<file path="config.mk">
export PLATFORM = sky130hd
export DESIGN_NAME = srs_ctrl
export DESIGN_NICKNAME = d
export VERILOG_FILES = /design/src/sv/srs_pkg.sv /design/src/sv/srs_ctrl.sv
export SDC_FILE = /design/constraint.sdc
export NUM_CORES = 1
export LEC_CHECK = 0
export BUFFER_PORTS_ARGS = -buffer_cell sky130_fd_sc_hd__buf_2
export CORE_MARGIN = 1
export CORE_UTILIZATION = 32
export CTS_CLUSTER_SIZE = 8
export DETAILED_ROUTE_END_ITERATION = 8
export PLACE_DENSITY_LB_ADDON = 0.1
export SLEW_MARGIN = 10
export SYNTH_ARGS = -nofsm -noshare
export SYNTH_HDL_FRONTEND = slang
export SYNTH_SLANG_ARGS = --single-unit
</file>
<file path="constraint.sdc">
create_clock -name clk_i -period 2.05 [get_ports clk_i]
set_input_delay 0.41 -clock clk_i [delete_from_list [all_inputs] [get_ports clk_i]]
set_output_delay 0.41 -clock clk_i [all_outputs]
set_load 0.01 [all_outputs]
</file>
<file path="src/sv/srs_pkg.sv">
`timescale 1ns / 1ps
// ----------------------------------------------------------------------------
// srs_pkg
// Shared types and codes for the sorted record stack: item kinds, result
// status codes, the record layout and the controller-to-datapath command.
// ----------------------------------------------------------------------------
package srs_pkg;

  localparam int KeyW = 16;
  localparam int ValW = 16;

  localparam logic [1:0] KIND_INSERT = 2'd0;
  localparam logic [1:0] KIND_MODIFY = 2'd1;
  localparam logic [1:0] KIND_DUMP   = 2'd2;

  localparam logic [1:0] ST_OK        = 2'd0;
  localparam logic [1:0] ST_FULL      = 2'd1;
  localparam logic [1:0] ST_NOT_FOUND = 2'd2;
  localparam logic [1:0] ST_EMPTY     = 2'd3;

  typedef struct packed {
    logic [KeyW-1:0] key;
    logic [ValW-1:0] height;
    logic [ValW-1:0] weight;
  } rec_t;

  typedef enum logic [1:0] {
    OP_NOP,
    OP_INSERT,
    OP_MODIFY,
    OP_ROTATE
  } op_e;

  typedef struct packed {
    op_e        op;
    logic       emit;
    logic       emit_data;
    logic [1:0] status;
    logic       last;
  } cmd_t;

  typedef struct packed {
    logic full;
    logic empty;
    logic found;
  } stat_t;

endpackage

</file>
<file path="src/sv/srs_ctrl.sv">
`timescale 1ns / 1ps
// ----------------------------------------------------------------------------
// srs_ctrl
// Controller for the sorted record stack. Decodes each accepted item into a
// datapath command and sequences a dump one record per cycle.
// ----------------------------------------------------------------------------
module srs_ctrl #(
  parameter int DEPTH = 32
) (
  input  logic                        clk_i,
  input  logic                        rst_ni,
  input  logic                        start_i,
  input  logic [1:0]                  kind_i,
  input  srs_pkg::stat_t              stat_i,
  input  logic [$clog2(DEPTH+1)-1:0]  count_i,
  output srs_pkg::cmd_t               cmd_o,
  output logic                        busy_o
);

  localparam int CW = $clog2(DEPTH+1);

  typedef enum logic {
    S_IDLE,
    S_DUMP
  } state_e;

  state_e        state_q, state_d;
  logic [CW-1:0] rem_q, rem_d;
  logic          busy_q, busy_d;

  always_comb begin
    state_d = state_q;
    rem_d   = rem_q;
    cmd_o   = '{op: srs_pkg::OP_NOP, emit: 1'b0, emit_data: 1'b0,
                status: srs_pkg::ST_OK, last: 1'b0};
    unique case (state_q)
      S_IDLE: begin
        if (start_i) begin
          unique case (kind_i)
            srs_pkg::KIND_INSERT: begin
              cmd_o.emit = 1'b1;
              cmd_o.last = 1'b1;
              if (stat_i.full) begin
                cmd_o.status = srs_pkg::ST_FULL;
              end else begin
                cmd_o.op = srs_pkg::OP_INSERT;
              end
            end
            srs_pkg::KIND_MODIFY: begin
              cmd_o.emit = 1'b1;
              cmd_o.last = 1'b1;
              if (stat_i.found) begin
                cmd_o.op = srs_pkg::OP_MODIFY;
              end else begin
                cmd_o.status = srs_pkg::ST_NOT_FOUND;
              end
            end
            srs_pkg::KIND_DUMP: begin
              if (stat_i.empty) begin
                cmd_o.emit   = 1'b1;
                cmd_o.last   = 1'b1;
                cmd_o.status = srs_pkg::ST_EMPTY;
              end else begin
                state_d = S_DUMP;
                rem_d   = count_i;
              end
            end
            default: begin
              state_d = S_IDLE;
            end
          endcase
        end
      end
      S_DUMP: begin
        // Emit the top record and rotate it to the bottom; after count
        // steps the table is back in its original order.
        cmd_o.op        = srs_pkg::OP_ROTATE;
        cmd_o.emit      = 1'b1;
        cmd_o.emit_data = 1'b1;
        cmd_o.last      = rem_q == CW'(1);
        rem_d           = rem_q - CW'(1);
        if (cmd_o.last) begin
          state_d = S_IDLE;
        end
      end
      default: begin
        state_d = S_IDLE;
      end
    endcase
    busy_d = state_d == S_DUMP;
  end

  always_ff @(posedge clk_i or negedge rst_ni) begin
    if (!rst_ni) begin
      state_q <= S_IDLE;
      rem_q   <= '0;
      busy_q  <= 1'b0;
    end else begin
      state_q <= state_d;
      rem_q   <= rem_d;
      busy_q  <= busy_d;
    end
  end

  assign busy_o = busy_q;

endmodule

</file>
==> metrics list, run 1 <==
- Final Skew: 0.00467 ns
- Die width: 43.9 µm
- Share of synthesized registers carrying an async set or reset: 1.00
- Mean area per synthesized cell: 9.38 µm²
- The number of antenna violations at the first check in global routing is 0.
* Clock buffers created by TritonCTS: 3
* Total number of yosys warnings: 0
* Master cell of the clock root buffer: sky130_fd_sc_hd__clkbuf_4
* DPL Wire Length: roughly 970 µm
- At the pin with the least slew margin, the transition time is 0.425 ns.
* Synthesized instance count: 60
- Data arrival time of the worst path: 1.43 ns
* Violations in the final reports: DRC
- In the final layout, the share of cells above drive strength 1 is 0.345.
- For this run, the detailed router's first-pass iteration total came to 6.
- Maximum number of pins on one net before global-route repair: 17
- Across all setup checks in the final design, the least slack found is about 0.21 ns.
* Netlist cell types: 32
- For this design the ratio of total power to cell area is 1130 nW/µm².
- Summed over all layers, the global routing overflow is 0.
- Nets: 101
* Area share of the largest cell type after synthesis: 0.311
- Relative area change from synthesis to final layout: 26.7%
* Antenna-violating nets left: 0
* Routed length per placed instance: 12.7 µm
* Post-route core utilization: 0.452
- Share of the cycle needed by the critical path after routing: 0.896
* Number of failing setup endpoints in the final timing report: 0
- Core box area: between 1500 and 2000 µm²
* Number of hold violations in the final report: 0
- The run finished, with violations left.
- Clock-pin slew was measured on the worst setup and hold paths at 0.05 ns.
- Antenna Diode Count: 0
- Total of cells resized after clock tree synthesis: 0
- Starting utilization of the core area: 0.357
- Max-cap violations in this run came to 0.
* Synth Register Bits: 7
- Count of flip-flops with a built-in enable after synthesis: 0
* Peak ir drop on the vdd network: ~610 µV
* Mapped Nets: 76
- The routed layout has between 500 and 600 vias.
- The count of final max-slew check failures came to 0.
* Critical-path cell list: nor3_1 -> a41o_1 -> buf_2
- Clock latency of the later-clocked register in the worst-skew pair: around 0.25 ns
- On the worst path, the slowest cell contributes a delay of roughly 0.42 ns.
- At the end of routability-driven placement, the weighted congestion stood at 0.745.
* Maximum clock rate: 0.544 GHz
- Wire length of the first global-routing pass: 2270 µm
- The worst path in the final design needs a cycle of approximately 1.8 ns, including I/O delays and setup.
- The path class of the tightest hold or removal check is input port to flop.
- CTS built an H-tree with a depth of 1.
- After detailed routing, the number of remaining DRC violations is 2.
- The largest individual stage delay along the critical path comes from the cell sky130_fd_sc_hd__dfrtp_1.
* Routed via count divided by cell count: about 5.4
* Number of setup buffers added after CTS: 0
* CTS tree: built
* Leakage power figure: about 0.33 nW
- In the global route stage, overall resource usage came out at 0.160.
- The via count of the first global-routing pass is around 500.
* Type of the setup path with the least slack: flop to output pin
- For this block, the routed nets add up to 1270 µm of wire.
- Cell area after synthesis: 563 µm²
- Part of the Yosys area used for sequential elements: 0.311
- Number of port buffers: 21
- Die area: 1930 µm²
- STA puts the critical path data required time at 1.64 ns.
- Worst setup slack after placement: 0.344 ns
- Maximum root-to-sink buffer count: 2
- Total of fill cells in the finished design: 163
- 22 I/O pins were placed.
- For this run, the leading register cell type out of synthesis is sky130_fd_sc_hd__dfrtp_1.
* Total Negative Setup Slacks: 0 ns
* Startpoint types: flop
- Unrepaired setup endpoints after global routing: false
* Cell accounting for the most synthesized area: sky130_fd_sc_hd__dfrtp_1
- Row cnt: 14
* CP Max Fanout: 5
* Number of sinks handled by clock tree synthesis: 7
- Most frequent standard cell in the layout excluding fill and tap cells: sky130_fd_sc_hd__buf_2
- Die outline height: 43.9 µm
- The worst setup path is captured at an output pin.
- Iteration-0 DRC count of the detailed router: 9
- After synthesis, the cell types taking the most area are sky130_fd_sc_hd__dfrtp_1, sky130_fd_sc_hd__mux2i_1, sky130_fd_sc_hd__ha_1.
- Leading cell types in the layout, fill and taps excluded: sky130_fd_sc_hd__buf_2, sky130_fd_sc_hd__mux2i_1, sky130_fd_sc_hd__dfrtp_1
- Relative max-transition margin: 0.715
==> power by group <==
group | internal, mW | switching, mW
Clock | 0.0744 | 0.0536
Sequential | 0.206 | 0.0681
Combinational | 0.196 | 0.208
==> synth_stat cells, types with 2 or more instances <==
| master | n |
|---|---|
| sky130_fd_sc_hd__nand2b_1 | 2 |
| sky130_fd_sc_hd__inv_1 | 4 |
| sky130_fd_sc_hd__nor2_1 | 3 |
| sky130_fd_sc_hd__a21o_1 | 2 |
| sky130_fd_sc_hd__mux2i_1 | 8 |
| sky130_fd_sc_hd__a21oi_1 | 4 |
| sky130_fd_sc_hd__dfrtp_1 | 7 |
| sky130_fd_sc_hd__nor3_1 | 2 |
| sky130_fd_sc_hd__buf_4 | 2 |
| sky130_fd_sc_hd__a211oi_1 | 2 |
| sky130_fd_sc_hd__ha_1 | 2 |
| sky130_fd_sc_hd__nand2_1 | 2 |
==> worst max-delay path, delay by kind of cell (launching register included) <==
| kind | cells | cell delay, ns |
|---|---|---|
| flip-flops | 1 | 0.42 |
| AND/OR/NAND/NOR | 1 | 0.39 |
| buffers and inverters | 1 | 0.13 |
| AO/OA/AOI/OAI | 1 | 0.24 |
==> final timing paths <==
check / start / endpoint / slack [ns] / cells past startpoint
setup / recovery: rem_q[2] / cmd_o[0] / 0.21 / 3
hold / removal: count_i[2] / rem_q[2] / 0.45 / 3
setup reg to reg: rem_q[0] / rem_q[4] / 0.70 / 5
hold reg to reg: rem_q[0] / rem_q[0] / 0.56 / 1
max in group asynchronous: rst_ni / rem_q[1] / 1.37 / 2
min in group asynchronous: rst_ni / rem_q[4] / 0.52 / 2
==> metrics by stage <==
stage,std cells,area (µm²),power [mW],hold slack (ns)
after floorplan,60,563,0.565,0.114
after detailed placement,95,677,0.683,0.256
final,100,713,0.806,0.453
after global placement,95,677,0.675,0.259
after CTS,100,713,0.817,0.453
after global routing,100,713,0.894,0.458
==> area by class of cell <==
cell class	instances	area [µm²]	area share
clock buffer	4	26.3	0.0368
tap	16	20.0	0.0281
multi-input combinational	45	350	0.491
sequential	7	175	0.246
timing repair buffer	23	123	0.172
inverter	5	18.8	0.0263
==> cell families (layout without fill, tap and decap cells) <==
| group | Yosys count | after routing | synth area share |
|---|---|---|---|
| fa+ha+maj | 2 | 2 | 0.0444 |
| compound gates | 16 | 16 | 0.216 |
| xor+xnor | 1 | 1 | 0.0156 |
| flops | 7 | 7 | 0.311 |
| buf+inv | 8 | 32 | 0.0666 |
| simple gates | 18 | 18 | 0.204 |
| mux | 8 | 8 | 0.142 |
==> state kept, by name, indices dropped and copies added (netlist names) <==
name    cells
rem_q       6
busy_o      1
==> timing repair <==
action	in CTS	in global routing
hold buffers	1	0
endpoints found under the setup margin	0	0
hold endpoints to repair	7	0
==> metal layers <==
metal / share of wire / track usage
met1: 0.49 / 0.208
met2: 0.45 / 0.251
met3: 0.055 / 0.0375
met4: 0.0063 / 0.0727
met5: 0 / 0
No activity file was read; power rests on OpenSTA's default activity.
==> run 2, diff against run 1 <==
CORE_UTILIZATION = 25   (was 32)
SLEW_MARGIN = not set   (was 10)
==> run 2 against run 1 <==
The flow now finishes without violations. Sequential power up 5%. Sequential cell count unchanged. Clock skew barely moved. Critical path depth stayed put. Via count rose by 0.37%. Cell count increased by 11%. First-iteration DRC count rose by 110%. Non-clock buffer count unchanged. Die area rose by 27%. Fmax is 0.47% higher. Largest power group unchanged.
==> metrics list, run 2 (synthesis gave the netlist of run 1 again) <==
- Clock buffers created by TritonCTS: 3 (unchanged)
- The number of core rows was 16 (+2).
* Start point of the worst min-delay path: count_i[1]
* Met1 global-route usage: 0.177 (-0.0315)
- The final cell count without fillers came to 111 (+11%).
- Min-Delay Path Class: input port to flop
* Peak ir drop on the vdd network: 480 µV (-22%)
- The global-route wire length before repair came to 2350 µm (+3.3%).
- Relative max-transition margin: 0.715 (about the same)
* Final setup slack of the worst path: 0.221 ns (+0.00863 ns)
* Total of cells resized after clock tree synthesis: 0 (unchanged)
* Vias in the first global route: 506 (+0.40%)
- Critical-path cell list: nor3_1 -> a41o_1 -> buf_2
- Starting utilization of the core area: 0.276 (-0.0814)
- The residual antenna-violating net count after detailed routing came to 0 (unchanged).
- Number of hold violations in the final report: 0 (unchanged)
- Detailed-route DRC error count: 0 (-2)
* Final wirelength: 1360 µm (+7.4%)
- Iteration count of the initial detailed-routing pass: 2 (-4)
- CP startpoint: rem_q[2]
- The global-route track usage on met2 came to 0.183 (-0.0681).
- Number of setup buffers added after CTS: 0 (unchanged)
* Register clock-pin slew on the reported worst setup and hold paths: 0.05 ns (about the same)
- For this design, the slowest cell found on the critical path is sky130_fd_sc_hd__dfrtp_1.
* Overflow left after global routing: 0 (unchanged)
- The count of vias placed by the detailed router was 538 (+0.37%).
* Post-layout power: 0.810 mW (+0.52%)
* Worst-margin pin slew: 0.424 ns (-0.000692 ns)
- In this run the critical register-to-register path is launched from busy_o.
- The critical path data required time is 1.64 ns (about the same).
- The placeable core region is 2040 µm² (+30%).
- Antenna Diode Count: 0 (unchanged)
* CP Max Fanout: 5 (unchanged)
- Leading cell types in the layout, fill and taps excluded: sky130_fd_sc_hd__buf_2, sky130_fd_sc_hd__mux2i_1, sky130_fd_sc_hd__dfrtp_1
* Die area: 2450 µm² (+27%)
- Maximum number of pins on one net before global-route repair: 11 (-6)
- Clock tree synthesis selected as its root buffer the cell sky130_fd_sc_hd__clkbuf_4.
- The I/O pin total is 22 (unchanged).
- Final count of pins violating max slew: 0 (unchanged)
- Share of the cycle needed by the critical path after routing: 0.892 (-0.00421)
- Global routing usage summed across all routing layers: 0.127 (-0.0330)
- CTS tree: built
- Number of failing setup endpoints in the final timing report: 0 (unchanged)
* Placed standard-cell area: 691 µm² (+2.0%)
- The placed cell count came to 106 (+12%).
- Global routing usage on met3: 0.0586 (+0.0211)
- The share of layout cells above drive strength 1 came to 0.345 (unchanged).
- The data arrival time at the worst-slack endpoint was 1.42 ns (about the same).
- Top reg by flops: rem_q
* Number of sinks handled by clock tree synthesis: 7 (unchanged)
- The via count normalized by instance count came to 4.85 (-9.6%).
- The maximum buffer depth of the clock tree is 2 (unchanged).
* Total Negative Setup Slacks: 0 ns (unchanged)
- The worst setup path is launched from a flop.
- The post-detailed-route wirelength per cell is 12.3 µm (-3.2%).
* Outcome: finished, final reports clean
* Unrepaired setup endpoints after global routing: false
* Power per Cell Area: 1110 nW/µm² (-1.4%)
- Most frequent standard cell in the layout excluding fill and tap cells: sky130_fd_sc_hd__buf_2
- The routability-driven placement congestion ratio came to 0.712 (-4.5%).
- Relative area change from synthesis to final layout: 29.1%
- The worst setup path is captured at an output pin.
* Die width: 49.5 µm (+13%)
- Fin area: 727 µm² (+1.9%)
- The standby leakage power came to 0.333 nW (unchanged).
- Final Skew: 0.00444 ns (-0.000231 ns)
- The critical path is of the flop to output pin type.
- The die span in y was 49.5 µm (+13%).
- H-Tree Depth: 1 (unchanged)
- DPL Wire Length: 1050 µm (+7.7%)
- Worst setup slack after placement: 0.316 ns (-0.0276 ns)
- Number of max-cap violations: 0 (unchanged)
- Crit-path max cell delay: 0.42 ns (about the same)
* Final worst path period need: 1.83 ns (-0.00863 ns)
- The number of DRC markers in iteration 0 came to 19 (+10).
- The number of input and output port buffers inserted is 21 (unchanged).
* Largest register FFs: 6 (unchanged)
* Initial antenna violation count: 0 (unchanged)
- Nets: 101 (unchanged)
- The global routing stage identified its most utilized layer as met2.
- Clock latency of the later-clocked register in the worst-skew pair: 0.25 ns (about the same)
* Maximum clock rate: 0.547 GHz (+0.47%)
==> run 2: metrics by stage <==
stage               utilization  hold slack, ns
floorplan                     -           0.114
global placement          0.338           0.264
detailed placement        0.338           0.264
CTS                       0.356           0.445
global route              0.356           0.459
finish                    0.356           0.454
==> run 2: what timing repair did <==
item / CTS / global route
hold buffers: 1 / 0
setup endpoints to repair: 0 / 0
hold endpoints to repair: 7 / 0
==> run 2: routing by layer <==
layer | part of all wire | wire [µm]
met5 | 0 | 0
met3 | 0.051 | 69
met1 | 0.50 | 683
met4 | 0 | 0
met2 | 0.45 | 608
==> run 2: power breakdown <==
| group | internal [mW] | leakage (nW) | switching (mW) |
|---|---|---|---|
| logic | 0.196 | 0.242 | 0.198 |
| registers | 0.206 | 0.0764 | 0.0830 |
| clock network | 0.0744 | 0.0150 | 0.0527 |
==> run 2: area by class of cell <==
class	count	area, µm²
fillers	235	1320
clock buffers	4	26.3
repair buffers	23	123
flip-flops and latches	7	175
well taps	27	33.8
inverters	5	18.8
multi-input cells	45	350
==> run 2: worst paths after layout <==
| check | cells after the start | to | slack, ns |
|---|---|---|---|
| min | 3 | rem_q[1] | 0.45 |
| min reg2reg | 1 | rem_q[3] | 0.57 |
| max reg2reg | 4 | rem_q[5] | 0.59 |
| min in group asynchronous | 2 | rem_q[2] | 0.52 |
| max | 3 | cmd_o[0] | 0.22 |
| max in group asynchronous | 2 | rem_q[4] | 1.36 |
==> run 2: critical path, delay by kind of cell, from the launching register on <==
family / cells / cell delay [ns]
simple gates: 1 / 0.39
flops: 1 / 0.42
buf+inv: 1 / 0.13
compound gates: 1 / 0.23
==> run 3, diff against run 2 <==
clock period = 2.3 ns   (was 2.05 ns; I/O delays follow)
==> run 3 against run 2 <==
Via count is 0.56% lower. Count of clock-buffer cells in the layout stayed put. Global-route usage is 0.57 points higher. Core utilization is 0.49 points lower. Sequential cell count stayed put. Register-to-register slack better by 0.36 ns. Power is 11% lower. Critical path depth stayed put. Worst hold slack worse by 0.43 ns. Largest power group unchanged.
==> metrics list, run 3 (synthesis gave the netlist of run 1 again) <==
* Starting utilization of the core area: 0.276 (unchanged)
- Detailed-route DRC error count: 0 (unchanged)
* Unrepaired setup endpoints after global routing: false
- Routed via count divided by cell count: 4.86 (+0.35%)
* Count of vias placed by the detailed router: 535 (-0.56%)
- CP max-delay cell: sky130_fd_sc_hd__dfrtp_1
- The post-detailed-route wirelength per cell came to 12.0 µm (-2.1%).
- Global routing usage summed across all routing layers: 0.133 (+0.00574)
* Leading cell types in the layout, fill and taps excluded: sky130_fd_sc_hd__buf_2, sky130_fd_sc_hd__mux2i_1, sky130_fd_sc_hd__dfrtp_1
* Type of the setup path with the least slack: flop to output pin
* Die outline height: 49.5 µm (unchanged)
- The worst path needs 1.85 ns of the cycle, external delays included.
- The number of input and output port buffers inserted came to 21 (unchanged).
- The I/O pin total is 22 (unchanged).
- Min-Delay Path Class: input port to async pin
* Worst-case hold slack: 0.0271 ns (-0.427 ns)
* Iteration-0 DRC count of the detailed router: 6 (-13)
- The final core utilization is 0.351 (-0.00490).
- The count of endpoints failing hold in the final timing report is 0 (unchanged).
* Leakage power figure: 0.329 nW (-1.3%)
- For this run, the top clock speed supported by timing is 0.540 GHz.
- Iteration count of the initial detailed-routing pass: 3 (+1)
* Peak ir drop on the vdd network: 481 µV (+0.17%)
- Crit path buffers/inverters: 1 (unchanged)
- The placed cell count came to 106 (unchanged).
- Number of failing setup endpoints in the final timing report: 0 (unchanged)
- Crit-path max cell delay: 0.42 ns (about the same)
- Core box area: 2040 µm² (unchanged)
- Crit path capture type: output pin
- The count of antenna diodes in the layout was 0 (unchanged).
- The x dimension of the die was 49.5 µm (unchanged).
* Post-layout power: 0.722 mW (-11%)
* Final count of pins violating max slew: 0 (unchanged)
- DPL Wire Length: 1030 µm (-2.1%)
- Number of sinks handled by clock tree synthesis: 7 (unchanged)
* Master cell of the clock root buffer: sky130_fd_sc_hd__clkbuf_4
* Total of fill cells in the finished design: 227 (-3.4%)
* Most frequent standard cell in the layout excluding fill and tap cells: sky130_fd_sc_hd__buf_2
* Critical-path cell list: nor3_1 -> a41o_1 -> buf_2
- The data arrival time at the worst-slack endpoint was 1.39 ns (-0.03 ns).
* Overflow left after global routing: 0 (unchanged)
- The net count reported at finish came to 100 (-0.99%).
- TritonCTS built the clock tree.
* Final Skew: 0.00464 ns (+0.000202 ns)
- The number of core rows is 16 (unchanged).
- Total Negative Setup Slacks: 0 ns (unchanged)
- Clock latency of the later-clocked register in the worst-skew pair: 0.26 ns (about the same)
* Vias in the first global route: 510 (+0.79%)
- The run finished with clean final reports.
- Counting flops per register, the top entry is rem_q.
- The depth of the CTS H-tree is 1 (unchanged).
- The number of antenna violations at the first check in global routing is 0 (unchanged).
* Non-Filler Instances: 110 (-0.90%)
- The final wirelength was 1320 µm (-2.9%).
- The slew of the pin with the lowest slew margin came to 0.390 ns (-0.0340 ns).
- Power per Cell Area: 1010 nW/µm² (-9.6%)
- Total of cells resized after clock tree synthesis: 0 (unchanged)
- The worst max-slew margin expressed relative to the limit came to 0.738 (+0.0229).
* Wire length of the first global-routing pass: 2400 µm (+2.3%)
- Maximum root-to-sink buffer count: 2 (unchanged)
- The count of hold-fix buffers inserted at cts came to 0 (-1).
- The clock transition at the registers of the reported paths came to 0.06 ns (about the same).
- Number of setup buffers added after CTS: 0 (unchanged)
* Startpoint types: flop
- The share of layout cells above drive strength 1 was 0.349 (+0.00416).
* Antenna-violating nets left: 0 (unchanged)
- The number of flip-flops under the largest register name is 6 (unchanged).
* Kind of cell adding the most delay to the critical path: flip-flops
- Relative area change from synthesis to final layout: 27.3%
- The number of clock buffers inserted by TritonCTS is 3 (unchanged).
- The critical path data required time is 1.84 ns (+0.20 ns).
* Share of the cycle needed by the critical path after routing: 0.805
- The largest fanout of any net on the critical path was 5 (unchanged).
- Die area: 2450 µm² (unchanged)
* Number of max-cap violations: 0 (unchanged)
* Maximum number of pins on one net before global-route repair: 17 (+6)
- Final Wtd Congestion: 0.671 (-5.6%)
run 3: changes by cell type in the layout (fill, tap and decap cells not counted), sizes merged:
| cell | before | now |
|---|---|---|
| dlygate4sd3 | 1 | 0 |
run 3: area by class of cell:
cell class | instances | area (µm²) | area share
Clock buffer | 4 | 26.3 | 0.0366
Inverter | 5 | 18.8 | 0.0262
Multi-Input combinational cell | 45 | 350 | 0.489
Sequential cell | 7 | 175 | 0.244
Tap cell | 27 | 33.8 | 0.0471
Timing Repair Buffer | 22 | 113 | 0.157
run 3: metrics by stage:
step,cell area [µm²],setup WS (ns)
after floorplan,563,0.694
after global placement,691,0.498
after detailed placement,691,0.498
after CTS,717,0.432
after global routing,717,0.313
final,717,0.448
run 3: per-layer routing:
metal  vias to the layer above  global-route usage  routed length [µm]  part of all wire
met1                       252               0.176                 661              0.50
met3                         0              0.0648                  70             0.053
met2                        12               0.192                 590              0.45
li1                        271                   -                   -                 -
met5                         -                   0                   0                 0
met4                         0              0.0286                   0                 0
run 3: path summary, 6_finish.rpt:
path,start,end,slack (ns),cells after the start
hold reg to reg,rem_q[0],rem_q[0],0.56,1
max in group asynchronous,rst_ni,rem_q[0],2.11,1
hold / removal,rst_ni,busy_o,0.03,1
min in group clk_i,count_i[2],rem_q[2],0.49,3
setup reg to reg,busy_o,rem_q[5],0.95,4
setup / recovery,rem_q[2],cmd_o[0],0.45,3
run 3: power by group:
part,switching [mW],internal [mW],total (mW)
logic,0.187,0.175,0.361
registers,0.0624,0.184,0.246
clock network,0.0484,0.0664,0.115
total,0.298,0.425,0.722
